### config.mk
export PLATFORM = sky130hd
export DESIGN_NAME = keypad_press_classifier_core_flat
export DESIGN_NICKNAME = d
export VERILOG_FILES = /design/src/hw/rtl/kpc_pkg.sv /design/src/hw/rtl/kpc_scan_if.sv /design/src/hw/rtl/kpc_event_if.sv /design/src/hw/rtl/kpc_lane.sv /design/src/hw/rtl/kpc_merge.sv /design/src/hw/rtl/keypad_press_classifier_core.sv /design/src/flat_wrapper.sv
export SDC_FILE = /design/constraint.sdc
export NUM_CORES = 1
export LEC_CHECK = 0
export ABC_AREA = 1
export BUFFER_PORTS_ARGS = -buffer_cell sky130_fd_sc_hd__buf_4
export CORE_UTILIZATION = 25
export CTS_CLUSTER_SIZE = 10
export DETAILED_ROUTE_END_ITERATION = 10
export SLEW_MARGIN = 0
export SYNTH_ARGS = -nofsm -noshare
export SYNTH_HDL_FRONTEND = slang
export SYNTH_SLANG_ARGS = --single-unit
### constraint.sdc
create_clock -name clk -period 5.5 [get_ports clk]
set_clock_uncertainty 0.05 [all_clocks]
set_input_delay 0 -clock clk [delete_from_list [all_inputs] [get_ports clk]]
set_output_delay 0 -clock clk [all_outputs]
set_load 0.005 [all_outputs]
### src/hw/rtl/kpc_pkg.sv
`default_nettype none
package kpc_pkg;

  localparam int unsigned NumKeys  = 4;
  localparam int unsigned TimeW    = 32;
  localparam int unsigned CfgW     = 16;
  localparam int unsigned CodeW    = 4;
  localparam int unsigned CfgAddrW = 2;

  // first key index that repeats while held
  localparam int unsigned HoldFirstKey = 2;

  localparam logic [CfgW-1:0] LockoutReset   = 16'd50;
  localparam logic [CfgW-1:0] LongPressReset = 16'd500;
  localparam logic [CfgW-1:0] RepeatReset    = 16'd200;

  typedef enum logic [CfgAddrW-1:0] {
    REG_LOCKOUT    = 2'd0,
    REG_LONG_PRESS = 2'd1,
    REG_REPEAT     = 2'd2
  } kpc_reg_t;

  localparam logic [CodeW-1:0] EV_NONE       = 4'd0;
  localparam int unsigned      EvShortBase   = 1;
  localparam int unsigned      EvLongBase    = 5;
  localparam int unsigned      EvHoldBase    = 7;
  localparam int unsigned      EvReleaseBase = 9;

  typedef struct packed {
    logic [CfgW-1:0] lockout_ms;
    logic [CfgW-1:0] hold_thresh;
    logic [CfgW-1:0] rpt_gap;
  } kpc_cfg_t;

endpackage
`default_nettype wire

### src/hw/rtl/kpc_scan_if.sv
`default_nettype none
interface kpc_scan_if;
  logic        valid;
  logic        ready;
  logic [3:0]  key_levels;
  logic [31:0] now_ms;

  modport source (output valid, output key_levels, output now_ms, input ready);
  modport sink   (input valid, input key_levels, input now_ms, output ready);
endinterface
`default_nettype wire

### src/hw/rtl/kpc_event_if.sv
`default_nettype none
interface kpc_event_if;
  logic       valid;
  logic       ready;
  logic [3:0] event_code;

  modport source (output valid, output event_code, input ready);
  modport sink   (input valid, input event_code, output ready);
endinterface
`default_nettype wire

### src/hw/rtl/kpc_lane.sv
`default_nettype none
module kpc_lane #(
  parameter int unsigned KEY_IDX = 0
) (
  input  wire logic                       clk,
  input  wire logic                       rst,
  input  wire kpc_pkg::kpc_cfg_t          cfg,
  input  wire logic                       accept,
  input  wire logic                       level,
  input  wire logic [kpc_pkg::TimeW-1:0]  now_ms,
  output logic      [kpc_pkg::CodeW-1:0]  lane_code
);
  import kpc_pkg::*;

  localparam bit HoldKey = (KEY_IDX >= HoldFirstKey);
  localparam logic [CodeW-1:0] EvShort = CodeW'(EvShortBase + KEY_IDX);
  localparam logic [CodeW-1:0] EvLong  = HoldKey ? EV_NONE : CodeW'(EvLongBase + KEY_IDX);
  localparam logic [CodeW-1:0] EvHold  =
    HoldKey ? CodeW'(EvHoldBase + KEY_IDX - HoldFirstKey) : EV_NONE;
  localparam logic [CodeW-1:0] EvRelease =
    HoldKey ? CodeW'(EvReleaseBase + KEY_IDX - HoldFirstKey) : EV_NONE;

  logic             key_down, key_down_next;
  logic             long_done, long_done_next;
  logic             hold_on, hold_on_next;
  logic [TimeW-1:0] press_start, press_start_next;
  logic [TimeW-1:0] rpt_stamp, rpt_stamp_next;

  logic             down_now;
  logic [TimeW-1:0] held;
  logic [TimeW-1:0] since_repeat;
  logic [TimeW-1:0] lockout_w, long_w, repeat_w;

  assign down_now     = ~level;
  assign held         = now_ms - press_start;
  assign since_repeat = now_ms - rpt_stamp;
  assign lockout_w    = TimeW'(cfg.lockout_ms);
  assign long_w       = TimeW'(cfg.hold_thresh);
  assign repeat_w     = TimeW'(cfg.rpt_gap);

  always_comb begin
    key_down_next    = key_down;
    long_done_next   = long_done;
    hold_on_next     = hold_on;
    press_start_next = press_start;
    rpt_stamp_next   = rpt_stamp;
    lane_code        = EV_NONE;
    if (down_now && !key_down) begin
      if (held > lockout_w) begin
        key_down_next    = 1'b1;
        press_start_next = now_ms;
        long_done_next   = 1'b0;
        hold_on_next     = 1'b0;
      end
    end else if (!down_now && key_down) begin
      key_down_next = 1'b0;
      if (hold_on) begin
        lane_code = EvRelease;
      end else if (!long_done && held < long_w) begin
        lane_code = EvShort;
      end
      hold_on_next   = 1'b0;
      long_done_next = 1'b0;
    end else if (down_now && key_down) begin
      if (!long_done && held >= long_w) begin
        long_done_next = 1'b1;
        if (HoldKey) begin
          hold_on_next = 1'b1;
          lane_code    = EvHold;
        end else begin
          lane_code = EvLong;
        end
      end
      // repeat test sees the hold flag as just updated
      if (hold_on_next && held > long_w && since_repeat > repeat_w) begin
        rpt_stamp_next = now_ms;
        lane_code      = EvHold;
      end
    end
  end

  always_ff @(posedge clk) begin
    if (rst) begin
      key_down    <= 1'b0;
      long_done   <= 1'b0;
      hold_on     <= 1'b0;
      press_start <= '0;
      rpt_stamp   <= '0;
    end else if (accept) begin
      key_down    <= key_down_next;
      long_done   <= long_done_next;
      hold_on     <= hold_on_next;
      press_start <= press_start_next;
      rpt_stamp   <= rpt_stamp_next;
    end
  end
endmodule
`default_nettype wire

### src/hw/rtl/kpc_merge.sv
`default_nettype none
module kpc_merge (
  input  wire logic                      clk,
  input  wire logic                      rst,
  input  wire logic                      accept,
  input  wire logic [kpc_pkg::CodeW-1:0] lane_code [kpc_pkg::NumKeys],
  output logic                           out_valid,
  input  wire logic                      out_ready,
  output logic      [kpc_pkg::CodeW-1:0] out_code
);
  import kpc_pkg::*;

  logic [CodeW-1:0] win_code;

  // higher-numbered key wins
  always_comb begin
    win_code = EV_NONE;
    for (int i = 0; i < NumKeys; i++) begin
      if (lane_code[i] != EV_NONE) begin
        win_code = lane_code[i];
      end
    end
  end

  always_ff @(posedge clk) begin
    if (rst) begin
      out_valid <= 1'b0;
    end else if (accept) begin
      out_valid <= 1'b1;
    end else if (out_ready) begin
      out_valid <= 1'b0;
    end
  end

  always_ff @(posedge clk) begin
    if (accept) begin
      out_code <= win_code;
    end
  end
endmodule
`default_nettype wire

### src/hw/rtl/keypad_press_classifier_core.sv
`default_nettype none
// The event word for a scan is valid on the cycle after the scan is taken.
// One scan per clock unless output stalls; four key lanes update side by side and a
// priority merge feeds a single output register, which stalls input only when full.
// Reset (rst, synchronous): clears every key's state and output valid, and loads
// lockout 50, long press 500, repeat 200.
module keypad_press_classifier_core (
  input  wire logic                         clk,
  input  wire logic                         rst,
  input  wire logic                         cfg_we,
  input  wire logic [kpc_pkg::CfgAddrW-1:0] cfg_addr,
  input  wire logic [kpc_pkg::CfgW-1:0]     cfg_data,
  kpc_scan_if.sink                          scan,
  kpc_event_if.source                       evt
);
  import kpc_pkg::*;

  kpc_cfg_t         cfg;
  logic             accept;
  logic [CodeW-1:0] lane_code [NumKeys];

  always_ff @(posedge clk) begin
    if (rst) begin
      cfg.lockout_ms  <= LockoutReset;
      cfg.hold_thresh <= LongPressReset;
      cfg.rpt_gap     <= RepeatReset;
    end else if (cfg_we) begin
      unique case (cfg_addr)
        REG_LOCKOUT:    cfg.lockout_ms  <= cfg_data;
        REG_LONG_PRESS: cfg.hold_thresh <= cfg_data;
        REG_REPEAT:     cfg.rpt_gap     <= cfg_data;
        default: ;
      endcase
    end
  end

  // take a scan whenever the output register is empty or being drained
  assign scan.ready = ~evt.valid | evt.ready;
  assign accept     = scan.valid & scan.ready;

  for (genvar k = 0; k < NumKeys; k++) begin : g_lane
    kpc_lane #(.KEY_IDX(k)) u_lane (
      .clk       (clk),
      .rst       (rst),
      .cfg       (cfg),
      .accept    (accept),
      .level     (scan.key_levels[k]),
      .now_ms    (scan.now_ms),
      .lane_code (lane_code[k])
    );
  end

  kpc_merge u_merge (
    .clk       (clk),
    .rst       (rst),
    .accept    (accept),
    .lane_code (lane_code),
    .out_valid (evt.valid),
    .out_ready (evt.ready),
    .out_code  (evt.event_code)
  );
endmodule
`default_nettype wire
### src/flat_wrapper.sv
// flat-port wrapper written by rule: the top's interface ports become plain ports
module keypad_press_classifier_core_flat import kpc_pkg::*;
  (clk, rst, cfg_we, cfg_addr, cfg_data, scan_valid, scan_key_levels, scan_now_ms, scan_ready, evt_valid, evt_event_code, evt_ready);
  kpc_scan_if scan_i ();
  kpc_event_if evt_i ();
  input  wire logic clk;
  input  wire logic rst;
  input  wire logic cfg_we;
  input  wire logic [kpc_pkg::CfgAddrW-1:0] cfg_addr;
  input  wire logic [kpc_pkg::CfgW-1:0] cfg_data;
  input wire logic [$bits(scan_i.valid)-1:0] scan_valid;
  input wire logic [$bits(scan_i.key_levels)-1:0] scan_key_levels;
  input wire logic [$bits(scan_i.now_ms)-1:0] scan_now_ms;
  output wire logic [$bits(scan_i.ready)-1:0] scan_ready;
  output wire logic [$bits(evt_i.valid)-1:0] evt_valid;
  output wire logic [$bits(evt_i.event_code)-1:0] evt_event_code;
  input wire logic [$bits(evt_i.ready)-1:0] evt_ready;
  assign scan_i.valid = scan_valid;
  assign scan_i.key_levels = scan_key_levels;
  assign scan_i.now_ms = scan_now_ms;
  assign scan_ready = scan_i.ready;
  assign evt_valid = evt_i.valid;
  assign evt_event_code = evt_i.event_code;
  assign evt_i.ready = evt_ready;
  keypad_press_classifier_core u_core (.clk(clk), .rst(rst), .cfg_we(cfg_we), .cfg_addr(cfg_addr), .cfg_data(cfg_data), .scan(scan_i), .evt(evt_i));
endmodule
==> impl_results.md <==
- EDFF count, synth: 4
- Final Hold Viols: 0
- Cell with the most instances after synthesis: nand2_1
- Via count: just under 30000
- First-pass GRT wire length: between 150000 and 200000 um
- Type of origin of the critical path: input port
- Final period util: ~88%
- Post-synth top area cell: dfxtp_1
- Synth top area share: 18.36%
- Core region area: between 0.1 and 0.15 sq mm
- Total CTS buffers: 36
- Data required, critical path: between 5 and 6 ns
- Pin count of the biggest net entering global routing: 152
- Post-synthesis sequential area ratio: 18.80%
- Wirelength per Cell: 16.72 um
- Area contributors post-synth: dfxtp_1 18%, nand2_1 17%, ha_1 17%
- Io pins: 65
- Height of the die: ~330 um
- Routability Congestion: 0.9528
- Setup_tns: 0 ns
- 1st-iter DRT viols: 2073
- CTS tree: done
- RSZ-0062 raised after global routing: no
- Worst skew pair latency: around 0.58 ns
- Syn Area/Cell: 5.991 sq um
- Worst Reg2Reg Path Length in Cells: 23
- FF+latch count, synth: 255
- Crit path kind: in -> reg
- Worst slew pin tran: 1.018 ns
- Rows: 121
- Gr usage total: 18.05%
- Nets: 5089
- Vias in the first global route: 27140
- Yosys warnings: 0
- Post-CTS setup buffer count: 0
- Fmax: 207.7 MHz
- Slew HR: roughly a third
- CTS Root Cell: clkbuf_16
- Post-Syn Nets: ~5000
- Clock input transition at the sequential cells of the worst setup and hold paths: 0.07 ns
- Status: complete, no violations
- Max-Cap Viols: 0
- Critical Path AT: 5.29 ns
- Ys async rst share: 0%
- Final Max Slew Viols: 0
- Share of layout cells above drive strength 1: 3.693%
- Top post-synthesis cells by count: 1266 x nand2_1, 797 x inv_1, 469 x a21oi_1
- Vias/cell: 4.786
- Post-DRT Antenna Nets: 0
- DRC: 0
- Hold Path Class: in -> reg
- Netlist Area Pre-Place: 0.02737 sq mm
- Starting Density: 25.18%
- Crit Path Max Fanout: 33
- H-tree depth: 2
- Die ar.: 0.1108 sq mm
- CTS max path bufs: 3
- # resized after CTS: 0
- CP Capture Type: register
- Cells after Synth: 4569
- Primary FF master, synth: dfxtp_1
- Max VDD drop: 184.0 uV
- CTS hold repair buffers: 64
- Drt first pass iters: 6
- Layout area overhead: 13.72%
- DPL Wire Length: ~79000 um
- PD cells: 228.6 mW/mm^2
- Initial antenna violation count: 5
- Drt total wl: 102000 um
- Hold WS: 0.1911 ns
- # setup viols final: 0
- Hold Path Cell Cnt: 3
- IO buf count: 64
- Clock net sink count: 255
- Pleak: around 0.015 uW
- Synth cell types: 55
- GRT overflow: 0
- Fin crit period: approximately 4.8 ns
- Die W: 332.9 um
==> metal layers <==
layer	part of all wire (%)	track usage [%]
met2	44	29.69
met5	0.033	0
met1	46	23.81
met4	3.9	6.765
met3	5.9	2.455
==> worst paths after layout <==
check | slack (ns) | to | from
max | 0.69 | u_core.g_lane[3].u_lane.press_start[0] | scan_now_ms[0]
min | 0.19 | u_core.cfg[17] | cfg_we
max reg2reg | 0.85 | u_core.g_lane[3].u_lane.press_start[0] | u_core.g_lane[3].u_lane.press_start[0]
min reg2reg | 0.41 | u_core.g_lane[2].u_lane.press_start[22] | u_core.g_lane[2].u_lane.press_start[22]
==> where the power goes <==
part,leakage [uW],internal [uW],total (uW),switching [uW]
logic,0.0124,958,2800,1840
clock network,0.000565,1380,2340,956
registers,0.00209,1940,1980,37.2
==> cells in the final DEF (no fill, tap or decap), types with 5 or more instances in the layout <==
master | Yosys | routed
clkbuf_8 | 0 | 10
nor3_1 | 44 | 44
clkbuf_16 | 0 | 36
dfxtp_1 | 251 | 251
nor2_1 | 395 | 394
xnor2_1 | 5 | 5
nand2_1 | 1266 | 1264
a21o_1 | 9 | 9
inv_1 | 797 | 796
o21ai_1 | 10 | 10
a31oi_1 | 5 | 5
ha_1 | 362 | 361
o21ai_0 | 265 | 265
o21a_1 | 7 | 7
nand3_1 | 246 | 245
nor2_2 | 7 | 7
dlygate4sd3_1 | 0 | 64
buf_4 | 3 | 74
xor2_1 | 92 | 92
nand3b_1 | 48 | 48
fa_1 | 6 | 6
and3_1 | 6 | 6
o21bai_1 | 16 | 16
a21oi_1 | 469 | 469
a211oi_1 | 6 | 6
nor4_1 | 6 | 6
clkbuf_1 | 40 | 6
o211ai_1 | 21 | 21
nand4_1 | 78 | 78
and2_1 | 9 | 9
nand3_2 | 4 | 5
nand2_2 | 12 | 14
==> final cells by class <==
class	instances	area [sq um]
Multi-Input combinational cell	3429	18830
Fill cell	12280	77570
Antenna cell	1	2.502
Inverter	801	3012
Clock buffer	52	1061
Sequential cell	255	5145
Clock inverter	9	93.84
Timing Repair Buffer	139	1216
Tap cell	1414	1769
==> registers in the layout, indices dropped and copies added (netlist names) <==
name                              count
u_core.g_lane.u_lane.hold_on          2
u_core.u_merge.out_code               4
u_core.cfg                           48
u_core.g_lane.u_lane.rpt_stamp       64
u_core.g_lane.u_lane.press_start    128
u_core.g_lane.u_lane.key_down         4
u_core.u_merge.out_valid              1
u_core.g_lane.u_lane.long_done        4
==> per-stage QoR <==
stage / cells / total power (uW) / util [%] / setup slack, ns / area, sq um
2_1_floorplan: 4569 / 3951 / - / 2.152 / 27370
5_1_grt: 6099 / 7643 / 28.64 / 0.2496 / 31130
3_3_place_gp: 5974 / 4692 / 26.98 / 0.9690 / 29330
4_1_cts: 6099 / 7149 / 28.64 / 0.7672 / 31130
6_report: 6100 / 7117 / 28.64 / 0.6854 / 31130
3_5_place_dp: 5974 / 4728 / 26.98 / 0.9135 / 29330
==> critical path: stages <==
cell and delay, ns:
dlygate4sd3_1 0.60, buf_4 0.18, inv_1 0.25, ha_1 0.25
inv_1 0.09, fa_1 0.44, nand3_1 0.10, nand3_1 0.14
nand2_1 0.09, nand2_1 0.12, nand2_1 0.08, nand2_1 0.07
xor2_1 0.17, ha_1 0.28, nand2_1 0.04, nor2_1 0.13
nand4_1 0.13, nor4b_1 0.26, o2111a_1 0.25, nand2_1 0.05
nand2_1 0.10, nor2_2 0.06, nand2_2 0.54, nand2_1 0.11
a21oi_1 0.16, dlygate4sd3_1 0.56
==> logic make-up (layout without fill, tap and decap cells) <==
| group | count (synthesis) | after routing | synth area share (%) |
|---|---|---|---|
| simple gates | 2136 | 2136 | 32.67 |
| buf+inv | 885 | 1001 | 12.49 |
| compound gates | 828 | 828 | 15.96 |
| fa+ha+maj | 368 | 368 | 16.99 |
| flops | 255 | 255 | 18.80 |
| xor+xnor | 97 | 97 | 3.104 |
| other cells | 0 | 1 | 0 |
Power figures use the tool's default switching activity.
